[src/hw/rtl/bb3_pkg.sv]
// shared types and constants for the 3x3 box blur stream core
// no dependencies; imported by every module of the block
package bb3_pkg;

	// default buffer geometry
	localparam int MAX_WIDTH_DEF  = 1024;
	localparam int MAX_HEIGHT_DEF = 1024;

	// configuration port
	localparam int CFG_W  = 11;
	localparam int APB_AW = 3;
	localparam int APB_DW = 32;
	localparam logic REG_FRAME_WIDTH  = 1'b0;
	localparam logic REG_FRAME_HEIGHT = 1'b1;
	localparam logic [CFG_W-1:0] FRAME_WIDTH_RST  = 11'd640;
	localparam logic [CFG_W-1:0] FRAME_HEIGHT_RST = 11'd480;

	// word opcodes
	localparam logic OP_PIXEL = 1'b0;
	localparam logic OP_FLUSH = 1'b1;

	// divide by nine as multiply and shift, exact for sums below 4096
	localparam logic [11:0] DIV9_MUL = 12'd3641;

	typedef struct packed {
		logic [7:0] red;
		logic [7:0] green;
		logic [7:0] blue;
	} rgb_t;

	typedef struct packed {
		logic       op;
		logic [7:0] red_in;
		logic [7:0] green_in;
		logic [7:0] blue_in;
	} item_t;

	typedef struct packed {
		logic [7:0] red_out;
		logic [7:0] green_out;
		logic [7:0] blue_out;
		logic       last_of_frame;
	} result_t;

	// per-word decisions taken from the frame counters at accept
	typedef struct packed {
		logic is_pixel;
		logic has_out;
		logic edge_sel;
		logic sel_lower;
		logic interior;
		logic last;
	} ctl_t;

	// pipeline occupancy seen by the top level
	typedef struct packed {
		logic s1_valid;
		logic s1_done;
		logic s2_valid;
		logic s2_adv;
	} pipe_st_t;

endpackage

[src/hw/rtl/bb3_ctrl.sv]
// frame position counters and per-word decisions of the box blur core
// depends on bb3_pkg
module bb3_ctrl import bb3_pkg::*; #(
	parameter int MAX_WIDTH  = MAX_WIDTH_DEF,
	parameter int MAX_HEIGHT = MAX_HEIGHT_DEF
) (
	input  logic                         clk,
	input  logic                         arst_n,
	input  logic                         accept,
	input  logic                         op,
	input  logic [CFG_W-1:0]             frame_width,
	input  logic [CFG_W-1:0]             frame_height,
	output ctl_t                         ctl,
	output logic [$clog2(MAX_WIDTH)-1:0] rd_addr,
	output logic [$clog2(MAX_WIDTH)-1:0] edge_addr
);

	localparam int CW = $clog2(MAX_WIDTH);
	localparam int RW = $clog2(MAX_HEIGHT);
	localparam int WW = $clog2(MAX_WIDTH + 1);
	localparam int HW = $clog2(MAX_HEIGHT + 1);
	localparam int EW = WW + 1;
	localparam int EH = HW + 1;

	logic [WW-1:0] width_c;
	logic [HW-1:0] height_c;
	logic [CW-1:0] in_col_q, in_col_d, out_col_q, out_col_d;
	logic [RW-1:0] in_row_q, in_row_d, out_row_q, out_row_d;
	logic          done_q, done_d;
	logic          in_col_last, in_row_last, out_col_last, out_row_last;
	logic          interior, fire, last, flush_path;

	// clamp the frame size to 1..max
	always_comb begin
		if (frame_width == '0) begin
			width_c = WW'(1);
		end else if (int'(frame_width) > MAX_WIDTH) begin
			width_c = WW'(MAX_WIDTH);
		end else begin
			width_c = WW'(frame_width);
		end
		if (frame_height == '0) begin
			height_c = HW'(1);
		end else if (int'(frame_height) > MAX_HEIGHT) begin
			height_c = HW'(MAX_HEIGHT);
		end else begin
			height_c = HW'(frame_height);
		end
	end

	// position compares
	assign in_col_last  = EW'(in_col_q) + EW'(1) >= EW'(width_c);
	assign in_row_last  = EH'(in_row_q) + EH'(1) >= EH'(height_c);
	assign out_col_last = EW'(out_col_q) + EW'(1) >= EW'(width_c);
	assign out_row_last = EH'(out_row_q) + EH'(1) >= EH'(height_c);
	assign last         = out_row_last && out_col_last;

	assign interior = (out_row_q != '0) && (EH'(out_row_q) + EH'(2) <= EH'(height_c)) &&
			  (out_col_q != '0) && (EW'(out_col_q) + EW'(2) <= EW'(width_c));

	// output trails input by one row plus one pixel
	assign fire = ((in_row_q == '0) && (EW'(in_col_q) > EW'(width_c))) ||
		      ((in_row_q == RW'(1)) && (in_col_q != '0)) ||
		      (EH'(in_row_q) >= EH'(2));

	// once the frame is in, every word drains one pending pixel
	assign flush_path = (op == OP_FLUSH) || done_q;

	assign ctl.is_pixel  = !flush_path;
	assign ctl.has_out   = flush_path ? done_q : fire;
	assign ctl.edge_sel  = (in_col_q == '0);
	assign ctl.sel_lower = out_row_last;
	assign ctl.interior  = !flush_path && interior;
	assign ctl.last      = last;

	assign rd_addr   = flush_path ? out_col_q : in_col_q;
	assign edge_addr = CW'(width_c - WW'(1));

	// next counter values
	always_comb begin
		in_col_d  = in_col_q;
		in_row_d  = in_row_q;
		out_col_d = out_col_q;
		out_row_d = out_row_q;
		done_d    = done_q;
		if (!flush_path) begin
			if (in_col_last) begin
				in_col_d = '0;
				if (in_row_last) begin
					in_row_d = '0;
					done_d   = 1'b1;
				end else begin
					in_row_d = in_row_q + RW'(1);
				end
			end else begin
				in_col_d = in_col_q + CW'(1);
			end
		end
		if (ctl.has_out) begin
			if (last) begin
				out_col_d = '0;
				out_row_d = '0;
				done_d    = 1'b0;
			end else if (out_col_last) begin
				out_col_d = '0;
				out_row_d = out_row_q + RW'(1);
			end else begin
				out_col_d = out_col_q + CW'(1);
			end
		end
	end

	// counter registers
	always_ff @(posedge clk or negedge arst_n) begin
		if (!arst_n) begin
			in_col_q  <= '0;
			in_row_q  <= '0;
			out_col_q <= '0;
			out_row_q <= '0;
			done_q    <= 1'b0;
		end else if (accept) begin
			in_col_q  <= in_col_d;
			in_row_q  <= in_row_d;
			out_col_q <= out_col_d;
			out_row_q <= out_row_d;
			done_q    <= done_d;
		end
	end

endmodule

[config.mk]
export PLATFORM = sky130hd
export DESIGN_NAME = bb3_ctrl
export DESIGN_NICKNAME = d
export VERILOG_FILES = /design/src/hw/rtl/bb3_pkg.sv /design/src/hw/rtl/bb3_ctrl.sv
export SDC_FILE = /design/constraint.sdc
export NUM_CORES = 1
export LEC_CHECK = 0
export BUFFER_PORTS_ARGS = -buffer_cell sky130_fd_sc_hd__buf_2
export CAP_MARGIN = 10
export CORE_MARGIN = 2
export CORE_UTILIZATION = 35
export CTS_CLUSTER_DIAMETER = 120
export DETAILED_ROUTE_END_ITERATION = 10
export GPL_TIMING_DRIVEN = 0
export PLACE_DENSITY = 0.53
export RECOVER_POWER = 25
export SLEW_MARGIN = 20
export SYNTH_ARGS = -nofsm -noshare
export SYNTH_HDL_FRONTEND = slang
export SYNTH_SLANG_ARGS = --single-unit
[constraint.sdc]
create_clock -name clk -period 4.17 [get_ports clk]
set_clock_uncertainty 0.05 [all_clocks]
set_input_delay 0.6255 -clock clk [delete_from_list [all_inputs] [get_ports clk]]
set_output_delay 0.6255 -clock clk [all_outputs]
set_load 0.02 [all_outputs]
==> impl_metrics.py <==
metrics = {
    "detailed_routing": {
        "totalWireLength_um": 13990,
        "via_per_inst": 5.502,
        "route.detailed.drc": 0,
        "drt_iter0_drc": 221,
        "wl_per_cell_um": 16.66,
        "firstDrtPassIters": 7,
        "dr_total_vias": 4622,
        "drtAntennaViolNets": 0,
    },
    "global_route": {
        "grt_busiest_layer": "met2",
        "grt_antenna_before_repair": 0,
        "met1_usage": 0.2689,
        "met2_usage": 0.3383,
        "track_usage": 0.1982,
        "grt_pass1_wl_um": 23450,
        "met3_usage": 0.02669,
        "grt_pass1_vias": 4630,
        "overflow": 0,
        "grt_max_degree": 42,
    },
    "worst_setup_path": {
        "crit_type": "primary input to output pin",
        "worstPathMaxFanout": 2,
        "endpoint": "ctl[1]",
        "startpoint": "frame_width[6]",
        "reg2reg_to": "in_row_q[5]$_DFFE_PN0P_",
        "start_kind": "primary input",
        "ff2ff_path_depth": 12,
        "r2r-start": "in_row_q[0]$_DFFE_PN0P_",
        "critical_path_arrival_ns": 3.42,
        "crit_path_end_kind": "output pin",
        "r2r_slack_ns": 0.61,
        "critPathRequiredTime_ns": 3.49,
    },
    "pwr": {
        "leakage_nw": 2.820,
        "p_per_area_nw_per_um2": 419.6,
        "peakVddDrop_v": 0.0001417,
    },
    "floorplanning": {
        "die-area_um2": 14870,
        "pin_count": 52,
        "fp.dieW_um": 121.9,
        "start_util": 0.3549,
        "core.rowCount": 43,
        "die_h_um": 121.9,
        "core_um2": 13720,
    },
    "logic_synthesis": {
        "yosysUniqueCellTypes": 58,
        "seq_area_frac_synth": 0.2107,
        "netlist_area_um2": 4868,
        "syn_area_per_cell_um2": 8.101,
        "synth_nets": 715,
        "synth_edf_count": 0,
        "ys_warn_count": 0,
        "syn-instance-count": 601,
        "synth_seq_cells": 41,
        "async_flop_share": 1.000,
        "synth_flop_cell": "dfrtp_1",
    },
    "clock_network": {
        "cts_made_buffers": 5,
        "cts_tree": "done",
        "clkTransAtPathRegs_ns": 0.06,
        "insertion_delay_ns": 0.29,
        "root_buffer": "clkbuf_16",
        "clockBufferDepth": 2,
        "numClockSinks": 41,
        "cts_max_level": 2,
    },
    "layout": {
        "multi_input_area_um2": 3701,
        "final_util": 0.4124,
        "area.growth.synth_to_final_pct": 16.22,
        "drive_above_1_share": 0.1545,
        "final_area_um2": 5658,
        "layout_common_cells": "ha_1, nand2_1, buf_2",
        "nets": 773,
        "diodes": 0,
        "regArea_um2": 1030,
        "final_common_cell": "ha_1",
        "num-fill-cells": 1422,
    },
    "timing": {
        "setup_viol_count_final": 0,
        "finalCriticalPeriod_ns": 4.097,
        "relSlewSlack": -0.5527,
        "period_share": 0.9824,
        "holdWs_ns": 0.5333,
        "slew_violations": 42,
        "fmax_mhz": 244.1,
        "worst_slack_ns": 0.07345,
        "tightest_slew_ns": 2.329,
        "hold_violations": 0,
        "fin_setup_tns_ns": 0,
        "rsz0062_at_grt": "true",
    },
    "placed_design": {
        "postPlaceCellArea_um2": 5368,
        "io_buffers": 51,
        "gp_congestion": 0.8866,
        "post-place-ws_ns": -0.8306,
        "dp.final_hpwl_um": 10880,
    },
    "run_status": {
        "outcome": "complete, but fails checks",
        "violations": "max-capacitance violations, max-slew violations",
    },
    "job": {
        "maxCapViolCount": 1,
    },
    "min_path": {
        "min_path_type": "register to register",
    },
}
==> critical path, cell delays in order <==
cell and delay (ns):
buf_6 0.09, or4_4 0.56, nor4_4 0.22, a21oi_2 0.11, nor2_4 0.13, ha_2 0.18, nor2b_1 0.04, o21ai_1 0.13
nand2b_1 0.08, maj3_2 0.30, a221oi_2 0.29, o21ai_2 0.11, a2111oi_4 0.33, buf_4 0.20
==> metal layers <==
metal / wire length (um) / part of all wire
met1: 6583 / 0.47
met2: 6627 / 0.47
met3: 651 / 0.047
met4: 130 / 0.0093
met5: 0 / 0
==> power by group <==
part / internal (mW) / switching [mW]
Sequential: 0.476 / 0.132
Combinational: 0.567 / 0.789
Clock: 0.239 / 0.171
==> Yosys cell counts, drive strengths merged, types with 11 or more instances <==
cell type  number  area share
a21o           14       0.022
a21oi          26       0.027
and3           19       0.024
clkbuf         22       0.017
dfrtp          41        0.21
ha             88        0.23
inv            31       0.024
nand2          82       0.063
nand3          29       0.030
nand4          14       0.018
nor2           21       0.016
nor4           11       0.015
o21ai          49       0.050
xnor2          24       0.043
xor2           26       0.047
==> final cells by class <==
cell class              instances  area share
plain buffers                  23     0.01924
clock buffers                   6     0.02455
clock inverters                 2    0.002433
inverters                      31     0.02057
multi-input cells             500      0.6541
flip-flops and latches         41      0.1820
well taps                     180     0.03981
repair buffers                 57     0.05728
==> cells by family (layout without fill, tap and decap cells) <==
logic type               Yosys count  count (layout)  synth area share
AND/OR/NAND/NOR                  211             211            0.2161
AO/OA/AOI/OAI                    142             142            0.1866
adder cells (fa/ha/maj)           89              89            0.2282
buffers and inverters             60             119           0.04986
XOR/XNOR                          50              50           0.08995
flip-flops                        41              41            0.2107
multiplexers                       8               8           0.01850
==> sequential cells by signal (all words and copies together), names as in the netlist <==
name       count
in_row_q      10
in_col_q      10
out_row_q     10
done_q         1
out_col_q     10
==> through the flow <==
stage | total power [mW] | instances
final | 2.374 | 840
after global routing | 2.619 | 840
after CTS | 2.367 | 842
after detailed placement | 1.909 | 832
after global placement | 1.873 | 832
after floorplan | 1.517 | 601
==> how the worst min path moves through the flow <==
stage	from	to	slack, ns	cells past startpoint
CTS	arst_n	out_row_q[2]$_DFFE_PN0P_	0.47	1
global placement	in_row_q[9]$_DFFE_PN0P_	in_row_q[9]$_DFFE_PN0P_	0.50	2
floorplan	arst_n	done_q$_DFFE_PN0P_	0.28	0
global route	done_q$_DFFE_PN0P_	done_q$_DFFE_PN0P_	0.57	1
detailed placement	in_row_q[9]$_DFFE_PN0P_	in_row_q[9]$_DFFE_PN0P_	0.52	2
finish	out_row_q[1]$_DFFE_PN0P_	out_row_q[1]$_DFFE_PN0P_	0.53	2
==> repair_timing <==
action | CTS | global route
pin swaps | 9 | 9
hold buffers | 0 | 0
setup buffers | 3 | 3
setup endpoints to repair | 3 | 3
resized for setup | 20 | 15
(Power assumes the default switching activity.)
