**config.mk**
```make
export PLATFORM = sky130hd
export DESIGN_NAME = bb3_dpath
export DESIGN_NICKNAME = d
export VERILOG_FILES = /design/src/hw/rtl/bb3_pkg.sv /design/src/hw/rtl/bb3_dpath.sv
export SDC_FILE = /design/constraint.sdc
export NUM_CORES = 1
export LEC_CHECK = 0
export BUFFER_PORTS_ARGS = -buffer_cell sky130_fd_sc_hd__buf_2
export CORE_MARGIN = 8
export CORE_UTILIZATION = 40
export DETAILED_ROUTE_END_ITERATION = 8
export GPL_TIMING_DRIVEN = 0
export PLACE_DENSITY = 0.57
export SETUP_SLACK_MARGIN = 0.1
export SYNTH_ARGS = -nofsm -noshare
export SYNTH_HDL_FRONTEND = slang
export SYNTH_SLANG_ARGS = --single-unit
```
**constraint.sdc**
```tcl
create_clock -name clk -period 12.2 [get_ports clk]
set_input_delay 1.22 -clock clk [delete_from_list [all_inputs] [get_ports clk]]
set_output_delay 1.22 -clock clk [all_outputs]
set_load 0.02 [all_outputs]
```
**src/hw/rtl/bb3_pkg.sv**
```systemverilog
// shared types and constants for the 3x3 box blur stream core
// no dependencies; imported by every module of the block
package bb3_pkg;

	// default buffer geometry
	localparam int MAX_WIDTH_DEF  = 1024;
	localparam int MAX_HEIGHT_DEF = 1024;

	// configuration port
	localparam int CFG_W  = 11;
	localparam int APB_AW = 3;
	localparam int APB_DW = 32;
	localparam logic REG_FRAME_WIDTH  = 1'b0;
	localparam logic REG_FRAME_HEIGHT = 1'b1;
	localparam logic [CFG_W-1:0] FRAME_WIDTH_RST  = 11'd640;
	localparam logic [CFG_W-1:0] FRAME_HEIGHT_RST = 11'd480;

	// word opcodes
	localparam logic OP_PIXEL = 1'b0;
	localparam logic OP_FLUSH = 1'b1;

	// divide by nine as multiply and shift, exact for sums below 4096
	localparam logic [11:0] DIV9_MUL = 12'd3641;

	typedef struct packed {
		logic [7:0] red;
		logic [7:0] green;
		logic [7:0] blue;
	} rgb_t;

	typedef struct packed {
		logic       op;
		logic [7:0] red_in;
		logic [7:0] green_in;
		logic [7:0] blue_in;
	} item_t;

	typedef struct packed {
		logic [7:0] red_out;
		logic [7:0] green_out;
		logic [7:0] blue_out;
		logic       last_of_frame;
	} result_t;

	// per-word decisions taken from the frame counters at accept
	typedef struct packed {
		logic is_pixel;
		logic has_out;
		logic edge_sel;
		logic sel_lower;
		logic interior;
		logic last;
	} ctl_t;

	// pipeline occupancy seen by the top level
	typedef struct packed {
		logic s1_valid;
		logic s1_done;
		logic s2_valid;
		logic s2_adv;
	} pipe_st_t;

endpackage

```
**src/hw/rtl/bb3_dpath.sv**
```systemverilog
// window, averaging and output pipeline of the box blur core
// depends on bb3_pkg; takes read data from bb3_lbuf and writes it back
module bb3_dpath import bb3_pkg::*; #(
	parameter int MAX_WIDTH = MAX_WIDTH_DEF
) (
	input  logic                         clk,
	input  logic                         arst_n,
	input  logic                         accept,
	input  rgb_t                         pix,
	input  ctl_t                         ctl,
	input  logic [$clog2(MAX_WIDTH)-1:0] rd_addr,
	input  logic [$clog2(MAX_WIDTH)-1:0] edge_addr,
	input  rgb_t                         upper_rd,
	input  rgb_t                         lower_rd,
	input  rgb_t                         edge_rd,
	output logic                         wr_en,
	output logic [$clog2(MAX_WIDTH)-1:0] wr_addr,
	output rgb_t                         wr_upper,
	output rgb_t                         wr_lower,
	input  logic                         result_stall,
	output logic                         result_valid,
	output result_t                      result,
	output pipe_st_t                     st
);

	localparam int CW = $clog2(MAX_WIDTH);

	typedef struct packed {
		logic [9:0] red;
		logic [9:0] green;
		logic [9:0] blue;
	} colsum_t;

	typedef struct packed {
		logic [11:0] red;
		logic [11:0] green;
		logic [11:0] blue;
	} boxsum_t;

	function automatic colsum_t col_add(rgb_t a, rgb_t b, rgb_t c);
		colsum_t s;
		s.red   = 10'(a.red) + 10'(b.red) + 10'(c.red);
		s.green = 10'(a.green) + 10'(b.green) + 10'(c.green);
		s.blue  = 10'(a.blue) + 10'(b.blue) + 10'(c.blue);
		return s;
	endfunction

	function automatic boxsum_t box_add(colsum_t a, colsum_t b, colsum_t c);
		boxsum_t s;
		s.red   = 12'(a.red) + 12'(b.red) + 12'(c.red);
		s.green = 12'(a.green) + 12'(b.green) + 12'(c.green);
		s.blue  = 12'(a.blue) + 12'(b.blue) + 12'(c.blue);
		return s;
	endfunction

	function automatic logic [7:0] div9(logic [11:0] x);
		logic [23:0] p;
		p = 24'(x) * 24'(DIV9_MUL);
		return p[22:15];
	endfunction

	logic          valid_s1, fwd_s1;
	ctl_t          ctl_s1;
	rgb_t          pix_s1;
	logic [CW-1:0] addr_s1, edge_addr_s1;
	logic [CW-1:0] wr_addr_q;
	rgb_t          wr_upper_q, wr_lower_q;
	rgb_t          mid_q;
	colsum_t       cs1_q, cs2_q;
	logic          valid_s2, interior_s2, last_s2;
	boxsum_t       sum_s2;
	rgb_t          pass_s2;
	logic          result_valid_q;
	result_t       result_q;

	logic          hit_a, hit_e, s1_done, s2_adv, s2_free;
	rgb_t          top_v, low_v, edge_v, pass_c;
	colsum_t       colsum_c;
	boxsum_t       sum_c;

	// forward the write that landed on the edge this word was read
	assign hit_a  = fwd_s1 && (wr_addr_q == addr_s1);
	assign hit_e  = fwd_s1 && (wr_addr_q == edge_addr_s1);
	assign top_v  = hit_a ? wr_upper_q : upper_rd;
	assign low_v  = hit_a ? wr_lower_q : lower_rd;
	assign edge_v = hit_e ? wr_upper_q : edge_rd;

	// new window column and box sum
	assign colsum_c = col_add(top_v, low_v, pix_s1);
	assign sum_c    = box_add(cs1_q, cs2_q, colsum_c);

	// pass-through pixel: window center, row-end pixel, or buffered pixel on drain
	always_comb begin
		if (ctl_s1.is_pixel) begin
			pass_c = ctl_s1.edge_sel ? edge_v : mid_q;
		end else begin
			pass_c = ctl_s1.sel_lower ? low_v : top_v;
		end
	end

	// pipeline flow
	assign s2_adv  = !result_valid_q || !result_stall;
	assign s2_free = !valid_s2 || s2_adv;
	assign s1_done = !ctl_s1.has_out || s2_free;

	// line buffer write-back: middle row moves up, new pixel enters below
	assign wr_en    = valid_s1 && s1_done && ctl_s1.is_pixel;
	assign wr_addr  = addr_s1;
	assign wr_upper = low_v;
	assign wr_lower = pix_s1;

	// stage 1 control
	always_ff @(posedge clk or negedge arst_n) begin
		if (!arst_n) begin
			valid_s1 <= 1'b0;
			fwd_s1   <= 1'b0;
			ctl_s1   <= '0;
		end else begin
			valid_s1 <= accept || (valid_s1 && !s1_done);
			if (accept) begin
				fwd_s1 <= wr_en;
				ctl_s1 <= ctl;
			end
		end
	end

	// stage 1 payload
	always_ff @(posedge clk) begin
		if (accept) begin
			pix_s1       <= pix;
			addr_s1      <= rd_addr;
			edge_addr_s1 <= edge_addr;
		end
	end

	// copy of the last write for forwarding
	always_ff @(posedge clk) begin
		if (wr_en) begin
			wr_addr_q  <= addr_s1;
			wr_upper_q <= low_v;
			wr_lower_q <= pix_s1;
		end
	end

	// window state as column sums plus the center pixel
	always_ff @(posedge clk or negedge arst_n) begin
		if (!arst_n) begin
			cs1_q <= '0;
			cs2_q <= '0;
			mid_q <= '0;
		end else if (wr_en) begin
			cs1_q <= cs2_q;
			cs2_q <= colsum_c;
			mid_q <= low_v;
		end
	end

	// stage 2
	always_ff @(posedge clk or negedge arst_n) begin
		if (!arst_n) begin
			valid_s2 <= 1'b0;
		end else if (s2_free) begin
			valid_s2 <= valid_s1 && ctl_s1.has_out;
		end
	end

	always_ff @(posedge clk) begin
		if (s2_free && valid_s1 && ctl_s1.has_out) begin
			sum_s2      <= sum_c;
			pass_s2     <= pass_c;
			interior_s2 <= ctl_s1.interior;
			last_s2     <= ctl_s1.last;
		end
	end

	// output register: divide by nine for interior pixels
	always_ff @(posedge clk or negedge arst_n) begin
		if (!arst_n) begin
			result_valid_q <= 1'b0;
		end else if (s2_adv) begin
			result_valid_q <= valid_s2;
		end
	end

	always_ff @(posedge clk) begin
		if (s2_adv && valid_s2) begin
			result_q.red_out       <= interior_s2 ? div9(sum_s2.red) : pass_s2.red;
			result_q.green_out     <= interior_s2 ? div9(sum_s2.green) : pass_s2.green;
			result_q.blue_out      <= interior_s2 ? div9(sum_s2.blue) : pass_s2.blue;
			result_q.last_of_frame <= last_s2;
		end
	end

	assign result_valid = result_valid_q;
	assign result       = result_q;

	assign st.s1_valid = valid_s1;
	assign st.s1_done  = s1_done;
	assign st.s2_valid = valid_s2;
	assign st.s2_adv   = s2_adv;

endmodule

```
==> run metrics <==
status complete, no violations; final WL approximately 55,000 µm; post-synthesis instance total roughly 1,800; Clk Latency, worst-skew pair 560 ps; final antenna-violating net count 0; Post-CTS Setup Inserts 0; Worst-Margin Slew 1080 ps; Synth cell types 70; number of port buffers between 200 and 250; vias 14,100; Setup-failing EPs final 0; Pre-antenna DRT Iters 5; per-cell routed wire length slightly below 20 µm; Hold Path Class flip-flop to flip-flop; total negative slack 0 ps; CP Launch Type flip-flop; Layout Nets between 2,000 and 3,000; CTS clk-pin slew, worst paths 60 ps; I/O pin count approximately 220; Post-synth EDFFs between 150 and 200; clock sink count 283; CTS tree built; Fillers roughly 4,800; # DRC 0; Syn. warnings 0; ys async rst share 33.2%; hold buffers post-CTS 0; core area 51,300 µm²; global route total overflow 0; DP Wirelength roughly 45,000 µm; leading area contributor after synthesis edfxtp_1; CP arrival roughly 6600 ps; initial DRC count ~700; Tot GR Track Use between 15 and 20%; ys flop type edfxtp_1; CP max FO 10; Max Cap Viol 0; post-synthesis sequential area ratio between 30% and 40%; Fmax roughly 160 MHz; Seq cells post-synth 283; via density per instance 5.02; post-cts resize count 0; most used cell, CP fa_1; Slew Limit Fails 0; vias in the first global route 15,000; critical path's top delay family adder cells; htree depth 2; Final Hold Fails 0; Critical Path RT ~13,000 ps; CTS Buf Count 35; synthesis-to-layout area growth 15.8%; initial antenna violation count 17; fraction of layout cells with a size suffix above 1 17.5%; crit path cell chain xnor2_1, nand4_1, nor3_2, buf_6, buf_8, mux2i_1, fa_1, inv_1, ha_1, inv_1, fa_1, nor2b_1, o21a_1, o21a_1, o21ai_0, a21oi_1, fa_1, ha_1, nor3_1, o211ai_1, a31o_2, a21oi_1, xor2_1; Die H around 240 µm; row count between 80 and 90; Worst setup EP type flip-flop; CP max stage cell fa_1; post-synth top area share approximately 27%; syn_area_per_cell 11.3 µm²; Tcrit/Tclk final between 50% and 60%; first-pass GRT wire length 84,900 µm; r2r setup slk about 6000 ps; RSZ-0062 raised after global routing false; syn_nets ~2,400; WP buf/inv 4; routability congestion estimate 0.879; Fin Clk Skew 28.9 ps; critical path's largest stage delay roughly 490 ps; largest net degree at the start of global routing 57; Die X 244 µm; starting density of the core between 40 and 50%; WS Path Type flip-flop to flip-flop; Clock Root Buffer clkbuf_16; largest cells by area after synthesis edfxtp_1, ha_1, fa_1; Mapped Area approximately 21,000 µm²; min Tclk post-route 6230 ps; die area between 50,000 and 60,000 µm²; max_slew headroom between 20% and 30%; clock tree buffer depth 3
## per-layer routing
metal | part of all wire [%] | vias to the layer above | global-route usage (%) | wire length [µm]
met1 | 46 | 6846 | 24.0 | 24900
met3 | 6.0 | 84 | 4.43 | 3270
met5 | 0.22 | - | 0 | 118
li1 | - | 6805 | - | -
met2 | 46 | 342 | 29.8 | 25100
met4 | 2.3 | 20 | 5.01 | 1280
## path summary, 6_finish.rpt
check                                  start     endpoint  cells past startpoint
worst max-delay path            wr_addr_q[0]   sum_s2[34]                     23
worst min-delay path               ctl_s1[1]  interior_s2                      0
worst max register to register  wr_addr_q[0]   sum_s2[34]                     23
worst min register to register     ctl_s1[1]  interior_s2                      0
max in group asynchronous             arst_n    cs1_q[12]                      2
min in group asynchronous             arst_n     cs2_q[2]                      1
## cell usage in the layout (no fill, tap or decap), drive strengths merged, types with 5 or more instances in the layout
cell    Yosys  final
clkinv      0     14
nor2       79     79
edfxtp    189    189
nand2     193    193
or3         6      6
a21o       20     20
fa        150    150
nor3       15     15
mux2i      87     87
xnor2      63     63
and3        6      6
a211oi     19     19
nand3      17     17
mux2       58     58
nand2b      7      7
o31ai       8      8
diode       0      5
ha        243    243
a21oi      63     63
buf        19    238
clkbuf     28     68
o31a        5      5
o21a       14     14
nand4       9      9
inv       286    289
nor2b      11     11
o21bai      5      5
o211ai     10     10
bufinv      0      5
dfrtp      94     94
o21ai      69     69
xor2        6      6
## through the flow
| step | cell area [µm²] | instances | setup slack, ps | utilization, % | hold slack, ps |
|---|---|---|---|---|---|
| after floorplan | 20800 | 1842 | 6980 | - | 400 |
| after global placement | 22700 | 2736 | 4980 | 44.3 | 426 |
| after detailed placement | 22800 | 2741 | 5950 | 44.5 | 433 |
| after CTS | 24100 | 2805 | 5910 | 46.9 | 447 |
| after global routing | 24100 | 2807 | 5600 | 46.9 | 460 |
| final | 24100 | 2810 | 5970 | 46.9 | 447 |
## cells by family after synthesis
| family | after synthesis | share of synthesized area, % |
|---|---|---|
| compound gates | 253 | 7.81 |
| xor+xnor | 69 | 2.91 |
| fa+ha+maj | 393 | 29.1 |
| buf+inv | 333 | 6.39 |
| flops | 283 | 38.6 |
| mux | 145 | 7.39 |
| simple gates | 366 | 7.81 |
## registers in the layout (all words and copies together), names as in the netlist, 6 cells and up
signal and cells:
mid_q 24, wr_lower 24, ctl_s1 6, wr_lower_q 24, cs2_q 30, pass_s2 24
wr_addr_q 10, wr_upper_q 24, cs1_q 30, sum_s2 36, edge_addr_s1 10, result 25
wr_addr 10
## cell usage after synthesis, drive strengths merged (5+ instances only)
cell    instances
fa            150
nor2b          11
mux2           58
dfrtp          94
inv           286
o21bai          5
o31a            5
and3            6
o211ai         10
or3             6
buf            19
o21a           14
clkbuf         28
nand3          17
nand2         193
nand2b          7
ha            243
edfxtp        189
mux2i          87
nor3           15
xor2            6
nand4           9
a211oi         19
xnor2          63
o31ai           8
nor2           79
a21o           20
o21ai          69
a21oi          63
## area by class of cell
| type | count | area [µm²] | area share [%] |
|---|---|---|---|
| multi-input cells | 1226 | 11400 | 47.5 |
| flip-flops and latches | 283 | 8030 | 33.4 |
| repair buffers | 219 | 1180 | 4.91 |
| inverters | 286 | 1070 | 4.46 |
| clock buffers | 40 | 925 | 3.84 |
| well taps | 680 | 851 | 3.53 |
| clock inverters | 24 | 307 | 1.27 |
| plain buffers | 47 | 255 | 1.06 |
| diodes | 5 | 12.5 | 0.0520 |
Power is not shown: default switching activity piles up to over one toggle a cycle in this logic, so the estimate is an artifact.
